### src/rtl/core/clpc_pkg.sv
`default_nettype none
package clpc_pkg;

  localparam int TAB_BITS   = 15;
  localparam int TAB_DEPTH  = 1 << TAB_BITS;
  localparam int CHAN_BITS  = 8;
  localparam int ADDR_SPAN  = 3 * CHAN_BITS;
  localparam int SHIFT_BITS = 4;
  localparam int CFG_IDX_BITS = 2;

  localparam logic [CHAN_BITS-1:0]  CHAN_MAX  = 8'hFF;
  localparam logic [SHIFT_BITS-1:0] SHIFT_MAX = 4'd8;
  localparam logic [SHIFT_BITS-1:0] SHIFT_RST = 4'd3;

  // command codes
  localparam logic [1:0] CMD_CLASSIFY = 2'd0;
  localparam logic [1:0] CMD_PAINT    = 2'd1;
  localparam logic [1:0] CMD_CLEAR    = 2'd2;

  // configuration register indexes
  localparam logic [CFG_IDX_BITS-1:0] REG_SHIFT_CH0 = 2'd0;
  localparam logic [CFG_IDX_BITS-1:0] REG_SHIFT_CH1 = 2'd1;
  localparam logic [CFG_IDX_BITS-1:0] REG_SHIFT_CH2 = 2'd2;

  typedef struct packed {
    logic any;
    logic [CHAN_BITS-1:0] lo;
    logic [CHAN_BITS-1:0] hi;
  } range_t;

  // controller -> datapath
  typedef struct packed {
    logic latch_in;    // capture the accepted item
    logic decode;      // set up result, walk bounds and read address
    logic read_take;   // capture table read data
    logic walk_step;   // paint one cell and advance
    logic wipe_init;   // start a fill pass with zero
    logic fill_init;   // start a fill pass with the item's class value
    logic fill_step;   // write one entry of the fill pass
    logic out_load;    // move the result into the output register
  } ctrl_cmd_t;

  // datapath -> controller
  typedef struct packed {
    logic [1:0] cmd;
    logic overflow;
    logic walk_any;
    logic walk_last;
    logic fill_last;
    logic cfg_hit;
  } dp_stat_t;

  function automatic logic [SHIFT_BITS-1:0] eff_shift(input logic [SHIFT_BITS-1:0] s);
    return (s > SHIFT_MAX) ? SHIFT_MAX : s;
  endfunction

  // cells touched along one channel by the stepped paint walk
  function automatic range_t chan_range(input logic [CHAN_BITS-1:0] c,
                                        input logic [CHAN_BITS-1:0] r,
                                        input logic [SHIFT_BITS-1:0] sh);
    logic signed [CHAN_BITS+1:0] start;
    logic [CHAN_BITS:0]   sum;
    logic [CHAN_BITS:0]   mask_w;
    logic [CHAN_BITS-1:0] stop;
    logic [CHAN_BITS-1:0] mask;
    logic [CHAN_BITS-1:0] first;
    logic [CHAN_BITS-1:0] span;
    range_t rg;
    start  = signed'({2'b00, c}) - signed'({2'b00, r});
    sum    = {1'b0, c} + {1'b0, r};
    stop   = sum[CHAN_BITS] ? CHAN_MAX : sum[CHAN_BITS-1:0];
    mask_w = (9'd1 << sh) - 9'd1;
    mask   = mask_w[CHAN_BITS-1:0];
    // negative start: first point at or above zero is the residue mod the step
    first  = start[CHAN_BITS+1] ? (start[CHAN_BITS-1:0] & mask) : start[CHAN_BITS-1:0];
    span   = (stop - first) >> sh;
    rg.any = (first <= stop);
    rg.lo  = first >> sh;
    rg.hi  = rg.lo + span;
    return rg;
  endfunction

  function automatic logic [TAB_BITS-1:0] table_addr(input logic [CHAN_BITS-1:0] p0,
                                                     input logic [CHAN_BITS-1:0] p1,
                                                     input logic [CHAN_BITS-1:0] p2,
                                                     input logic [SHIFT_BITS-1:0] w0,
                                                     input logic [SHIFT_BITS-1:0] w1);
    logic [SHIFT_BITS:0] w01;
    logic [ADDR_SPAN-1:0] a;
    w01 = {1'b0, w0} + {1'b0, w1};
    a = ADDR_SPAN'(p0) | (ADDR_SPAN'(p1) << w0) | (ADDR_SPAN'(p2) << w01);
    return a[TAB_BITS-1:0];
  endfunction

endpackage
`default_nettype wire

### src/rtl/core/clpc_ctrl.sv
`default_nettype none
module clpc_ctrl
  import clpc_pkg::*;
(
  input  wire logic     clk,
  input  wire logic     rst,
  input  wire dp_stat_t stat,
  input  wire logic     in_valid,
  output logic          in_ready,
  output logic          out_valid,
  input  wire logic     out_ready,
  output ctrl_cmd_t     ctl
);

  typedef enum logic [2:0] {
    S_WIPE,    // zero the table (reset, shift write)
    S_IDLE,
    S_DECODE,
    S_READ,
    S_PAINT,
    S_FILL,    // clear command
    S_FIN
  } state_t;

  state_t state;
  logic   out_free;

  assign in_ready = (state == S_IDLE) && !stat.cfg_hit;
  assign out_free = !out_valid || out_ready;

  always_comb begin
    ctl = '0;
    case (state)
      S_WIPE:   ctl.fill_step = 1'b1;
      S_IDLE: begin
        ctl.latch_in  = in_valid && in_ready;
        ctl.wipe_init = stat.cfg_hit;
      end
      S_DECODE: begin
        ctl.decode    = 1'b1;
        ctl.fill_init = !stat.overflow && stat.cmd == CMD_CLEAR;
      end
      S_READ:   ctl.read_take = 1'b1;
      S_PAINT:  ctl.walk_step = 1'b1;
      S_FILL:   ctl.fill_step = 1'b1;
      S_FIN:    ctl.out_load  = out_free;
      default: ;
    endcase
  end

  always_ff @(posedge clk) begin
    if (rst) begin
      state     <= S_WIPE;
      out_valid <= 1'b0;
    end else begin
      if (ctl.out_load) begin
        out_valid <= 1'b1;
      end else if (out_ready) begin
        out_valid <= 1'b0;
      end
      case (state)
        S_WIPE: begin
          if (stat.fill_last) state <= S_IDLE;
        end
        S_IDLE: begin
          if (stat.cfg_hit) begin
            state <= S_WIPE;
          end else if (in_valid) begin
            state <= S_DECODE;
          end
        end
        S_DECODE: begin
          if (stat.overflow) begin
            state <= S_FIN;
          end else begin
            case (stat.cmd)
              CMD_CLASSIFY: state <= S_READ;
              CMD_PAINT:    state <= stat.walk_any ? S_PAINT : S_FIN;
              CMD_CLEAR:    state <= S_FILL;
              default:      state <= S_FIN;
            endcase
          end
        end
        S_READ:   state <= S_FIN;
        S_PAINT: begin
          if (stat.walk_last) state <= S_FIN;
        end
        S_FILL: begin
          if (stat.fill_last) state <= S_FIN;
        end
        S_FIN: begin
          if (out_free) state <= S_IDLE;
        end
        default: state <= S_IDLE;
      endcase
    end
  end

endmodule
`default_nettype wire

### config.mk
export PLATFORM = sky130hd
export DESIGN_NAME = clpc_ctrl
export DESIGN_NICKNAME = d
export VERILOG_FILES = /design/src/rtl/core/clpc_pkg.sv /design/src/rtl/core/clpc_ctrl.sv
export SDC_FILE = /design/constraint.sdc
export NUM_CORES = 1
export LEC_CHECK = 0
export BUFFER_PORTS_ARGS = -buffer_cell sky130_fd_sc_hd__buf_2
export CAP_MARGIN = 40
export CORE_AREA = 10 10 47 49
export CTS_BUF_LIST = sky130_fd_sc_hd__clkbuf_8 sky130_fd_sc_hd__clkbuf_16
export DETAILED_ROUTE_END_ITERATION = 16
export DIE_AREA = 0 0 57 59
export HOLD_SLACK_MARGIN = 0.1
export PLACE_DENSITY = 0.6
export SLEW_MARGIN = 20
export SYNTH_ARGS = -nofsm -noshare
export SYNTH_HDL_FRONTEND = slang
export SYNTH_SLANG_ARGS = --single-unit
export TNS_END_PERCENT = 1
### constraint.sdc
create_clock -name clk -period 1.6 [get_ports clk]
set_input_delay 0.16 -clock clk [delete_from_list [all_inputs] [get_ports clk]]
set_output_delay 0.16 -clock clk [all_outputs]
set_load 0.1 [all_outputs]
# Word-level counts from Yosys, hierarchy flattened
# Index checks and enable logic that the tools add are counted.
# op_classes
n_eq_ne	13
mux	20
reduce_logical	12
# ops
cell	n
two-way mux 3 bit	7
case mux 3 bit (7 select lines)	1
two-way mux 1 bit	10
equality test 3 bit (second input constant)	3
case mux 3 bit (3 select lines)	1
!= test 2 bit (second input constant)	4
equality test 3 x 2 -> 1 bit (second input constant)	2
AND reduction 5 bit	1
equality test 3 x 1 -> 1 bit (second input constant)	1
logical AND 1 bit	3
zero test 1 bit	3
zero test 3 bit	1
!= test 3 bit (second input constant)	1
equality test 2 x 1 -> 1 bit (second input constant)	1
equality test 2 bit (second input constant)	1
zero test 2 bit	1
two-way mux 2 bit	1
nonzero test 2 bit	1
OR reduction 2 bit	1
logical OR 1 bit	1
# totals
reg_bits	4
input_bits	11
wordCells	47

# Logic depth before layout (Yosys ltp)
# Gate-level depths: netlist of the first run.
# logic_depth
depth_word	4
mapped_depth	5

# Worst setup path before layout of the first run
# OpenSTA, ideal clock, no wires.
# synth_timing
path_type	register to output
startpoint	reg state[2]
endpoint	out ctl[7] in the netlist's numbering
arrival_ns	3.662
t_required_ns	1.440
slack_ns	-2.222
stages_incl_launch_ff	5
path_cell_list	dfxtp_1 > buf_2 > nand2b_1 > nor3_1 > and2_1
# synth_rtl
element	line_no	rtl
start: declaration	clpc_ctrl.sv:25	state_t state;
start signal: assignment	clpc_ctrl.sv:78	CMD_PAINT: state <= stat.walk_any ? S_PAINT : S_FIN;
end: declaration	clpc_ctrl.sv:12	output ctrl_cmd_t ctl

==> results of run 1 <==
[registers in the layout, indices dropped and copies added (netlist names)]
register,cells
state,3
out_valid,1
[cells by family (layout without fill, tap and decap cells)]
family	count (synthesis)	count (layout)
compound gates	12	12
buf+inv	6	28
flops	4	4
mux	1	1
simple gates	26	26
[layer usage]
metal	vias to the layer above	track usage
li1	220	-
met1	213	0.0710
met2	17	0.121
met3	0	0.0365
met4	0	0.0302
met5	-	0
[layout by cell type, fill, tap and decap left out, drive strengths merged, types with 2 or more instances in the layout]
cell type  instances
buf               22
nor2               6
nand2              4
a21oi              4
nand2b             4
dfxtp              4
clkbuf             3
nor2b              3
nor3               3
inv                3
a311oi             2
o211ai             2
and2               2
[worst max-delay path, cell delays in order, from the launching register on]
cell,delay [ns]
dfxtp_4,0.39
nor3_4,0.21
nor2b_2,0.18
and2_1,0.18
buf_12,0.18
[cell type report]
type | count | area [um^2]
multi-input cells | 39 | 294
inverters | 3 | 11.3
well taps | 16 | 20.0
repair buffers | 22 | 250
clock buffers | 3 | 41.3
fillers | 141 | 698
flip-flops and latches | 4 | 86.3
[where the power goes]
part / internal, W / switching (W) / leakage [nW] / total (W)
registers: 0.000105 / 0.0000143 / 0.0341 / 0.000120
logic: 0.0000762 / 0.000118 / 0.224 / 0.000194
clock network: 0.000160 / 0.0000495 / 0.0216 / 0.000210
total: 0.000342 / 0.000182 / 0.280 / 0.000523
[per-stage QoR]
stage,std cells,power (W)
global placement,84,0.000305
CTS,87,0.000523
global route,87,0.000547
finish,87,0.000523
floorplan,49,0.000243
detailed placement,84,0.000308
[worst max path at each step]
stage / startpoint / endpoint / slack (ns)
after floorplan: state[2] / ctl[7] / -0.44
after global placement: state[0] / ctl[2] / 0.17
after detailed placement: state[0] / ctl[2] / 0.12
after CTS: state[2] / ctl[1] / 0.02
after global routing: state[0] / ctl[2] / -0.0008
final: state[0] / ctl[2] / 0.09
==> flow_summary.toml, run 1 <==
[run_status]
outcome = "finished, final reports clean"

[logic_synthesis]
synthesis.area_um2 = 354
synth_area_leaders = "dfxtp_1, nand2b_1, nor2_1"
synth_compound_area_frac = 0.261
synth_top_area_cell = "dfxtp_1"
synthCells = 49
synth_top_area_share = 0.226
synthFlopType = "dfxtp_1"
ys_seq_area_frac = 0.226
ys_types = 23
synth_fp_nets = 60
ys_seq_elements = 4
synth_top_family_by_area = "simple AND/OR/NAND/NOR gates"
yosysMostFrequentCell = "nor2_1"
synth_mux_area_frac = 0.0283
avgSynthCellArea_um2 = 7.23
synthAdderAreaFrac = 0
synth_xor_area_frac = 0
synth_common_cells = "nor2_1, a21oi_1, dfxtp_1, nand2_1, nand2b_1"
synthArstFlopShare = 0
synthSimpleGateAreaFrac = 0.392
ys_warn_count = 0
synth_edf_count = 0

[clock_network]
clockBufferDepth = 2
cts.htree.levels = 1
cts_sinks = 4
post-cts-setup-buffer-count = 0
tritoncts = "done"
ctsResizeCount = 3
clockRootBuffer = "clkbuf_8"
clk_pin_slew_ns = 0.03
cts_buffers = 3
cts_hold_buf = 0
clkLatencyLatePin_ns = 0.21

[sta]
setup_viol = 0
finClkSkew_ns = 0.000707
relSlewSlack = 0.678
final.period_utilization = 0.943
finalHoldViolCount = 0
period_minus_slack_ns = 1.51
hold_ws_ns = 0.163
tns_ns = 0
fmax_mhz = 663
tightest_slew_ns = 0.486
worst_slack_ns = 0.0915
slew_violations = 0

[critical_path]
cp_max_fo = 10
cp.required_ns = 1.44
path_class = "flip-flop to primary output"
endpoint_kind = "primary output"
arrival_ns = 1.35
reg2reg_to = "state[0]"
r2r-start = "state[0]"
r2r_cells = 4
startpoint_type = "flip-flop"
r2r_slack_ns = 0.29

[routing]
viasPerCell = 5.17
routed-wl-met2_um = 622
drt.antenna.violating_nets = 0
finalWirelength_um = 1220
post-route-drc-count = 0
top_layer = "met3"
dr_wl_met3_um = 103
drt_iter0_markers = 6
drt-pass1-iter-count = 2
wl_met1_um = 498
post_drt_wl_per_cell_um = 14.1
dr_total_vias = 450

[global_route]
grt_pass1_vias = 495
antenna_found_initial = 0
grt_max_degree = 11
gr-total-overflow = 0
grt_pass1_wl_um = 2000
grt.total_usage = 0.0708

[hold_path]
hp-class = "primary input to flip-flop"
whs_path_depth = 2
min_to = "state[0]"
min_from = "stat[1]"

[finish]
diodes = 0
fin_util = 0.502
fin_nets = 84
layout-drive-gt1-share = 0.577
area_delta_synth_final_pct = 98.6
final_area_um2 = 703

[placed_design]
gp_congestion = 0.866
dp_slack_ns = 0.123
dp_hpwl_um = 969
placed_area_um2 = 639
port_buffers = 20

[power_and_ir_drop]
ir_drop_mv = 0.475
power_leakage_nw = 0.280
powerDensity_nw_per_um2 = 744

[die]
chipWidth_um = 57
fp-row-count = 14
die_height_um = 59
start_util = 0.253
core_area_um2 = 1400
io_pins = 21
dieArea_um2 = 3360

[run]
drv_cap = 0
Power figures use the tool's default switching activity.
==> run 2: changes to the inputs <==
--- a/config.mk
+++ b/config.mk
@@ -13,6 +13,7 @@
 export DIE_AREA = 0 0 57 59
 export HOLD_SLACK_MARGIN = 0.1
 export PLACE_DENSITY = 0.6
+export SETUP_SLACK_MARGIN = 0.3
 export SLEW_MARGIN = 20
 export SYNTH_ARGS = -nofsm -noshare
 export SYNTH_HDL_FRONTEND = slang
==> flow_summary.toml, run 2 (same netlist as run 1, synthesis figures left out) <==
[run_status]
outcome = "finished, final reports clean"

[global_route]
grt.total_usage = 0.0765
gr-total-overflow = 0
grt_pass1_vias = 523
grt_pass1_wl_um = 2150
grt_max_degree = 9
antenna_found_initial = 0

[die]
start_util = 0.253
fp-row-count = 14
chipWidth_um = 57
dieArea_um2 = 3360
io_pins = 21
core_area_um2 = 1400
die_height_um = 59

[clock_network]
tritoncts = "done"
clk_pin_slew_ns = 0.03
clkLatencyLatePin_ns = 0.21
cts.htree.levels = 1
clockRootBuffer = "clkbuf_8"
cts_buffers = 3
clockBufferDepth = 2
cts_sinks = 4

[critical_path]
cp_max_fo = 6
reg2reg_to = "state[0]"
r2r_slack_ns = 0.18
startpoint_type = "flip-flop"
crit_start = "state[2]"
endpoint_kind = "primary output"
r2r_cells = 5
cp.required_ns = 1.44
r2r-start = "state[0]"
worstSetupEndpoint = "ctl[7]"
arrival_ns = 1.27
path_class = "flip-flop to primary output"

[sta]
setup_viol = 0
finClkSkew_ns = 0.000624
relSlewSlack = 0.678
slew_violations = 0
tightest_slew_ns = 0.486
finalHoldViolCount = 0
final.period_utilization = 0.891
fmax_mhz = 701
period_minus_slack_ns = 1.43
rsz0062_at_grt = "true"

[finish]
fin_nets = 89
reg_top3 = "state: 3 flops, out_valid: 1 flops"
final_common_cell = "buf_2"
fin_util = 0.550
regMostFlops = "state"
layout-drive-gt1-share = 0.645
most-common-layout-cells = "buf_2, buf_12, buf_4"
diodes = 0
area_delta_synth_final_pct = 118
largest_reg_flops = 3

[routing]
dr_total_vias = 465
post_drt_wl_per_cell_um = 14.1
viasPerCell = 5.05
post-route-drc-count = 0
drt.antenna.violating_nets = 0
drt-pass1-iter-count = 4
finalWirelength_um = 1300
drt_iter0_markers = 8

[placed_design]
port_buffers = 20
gp_congestion = 0.866
dp_hpwl_um = 969

[run]
drv_cap = 0

[hold_path]
hp-class = "primary input to flip-flop"

[power_and_ir_drop]
powerDensity_nw_per_um2 = 706
ir_drop_mv = 0.480
power_leakage_nw = 0.313
finalPower_w = 0.000544
## run 2: cell types whose count changed in the layout (fill, tap and decap cells not counted), sizes merged
cell,delta
buf,+5
## run 2: layout make-up
class                      instances  area [um^2]
sequential                         4         88.8
clock buffer                       3         41.3
inverter                           3         11.3
timing repair buffer              27          288
multi-input combinational         39          322
fill                             134          631
tap                               16         20.0
## run 2: where the power goes
part / internal, W / total [W] / switching (W)
sequential: 0.000104 / 0.000117 / 0.0000130
clock: 0.000160 / 0.000210 / 0.0000494
combinational: 0.0000916 / 0.000217 / 0.000126
total: 0.000356 / 0.000544 / 0.000188
## run 2: metrics by stage
stage	instances	hold WS (ns)	cell area (um^2)	setup slack (ns)	TNS [ns]
floorplan	49	0.232	397	-0.437	-2.49
global route	92	0.180	771	0.123	0
CTS	92	0.163	762	0.153	0
global placement	84	0.389	639	0.173	0
detailed placement	84	0.395	639	0.123	0
finish	92	0.162	771	0.174	0
## run 2: what timing repair did
action,CTS,global route
cloned,0,0
pin swaps,3,2
setup endpoints to repair,11,11
resized for setup,13,2
hold buffers,0,0
setup buffers,5,0
## run 2: worst min-delay path by stage
stage / from / endpoint / depth (start not counted)
6_report: stat[1] / state[0] / 2
2_1_floorplan: rst / state[2] / 1
4_1_cts: stat[1] / state[0] / 2
3_5_place_dp: stat[1] / state[0] / 2
5_1_grt: stat[1] / state[0] / 2
3_3_place_gp: stat[1] / state[0] / 2
## run 2: per-layer routing
layer	track usage	part of all wire
met5	0	0
met3	0.0365	0.083
met2	0.136	0.50
met4	0.0302	0
met1	0.0747	0.41
## run 2: critical path, cell delays in order (launching register included)
cell	delay, ns
dfxtp_4	0.35
nand2b_4	0.18
nor3_4	0.18
and2_4	0.17
buf_12	0.16
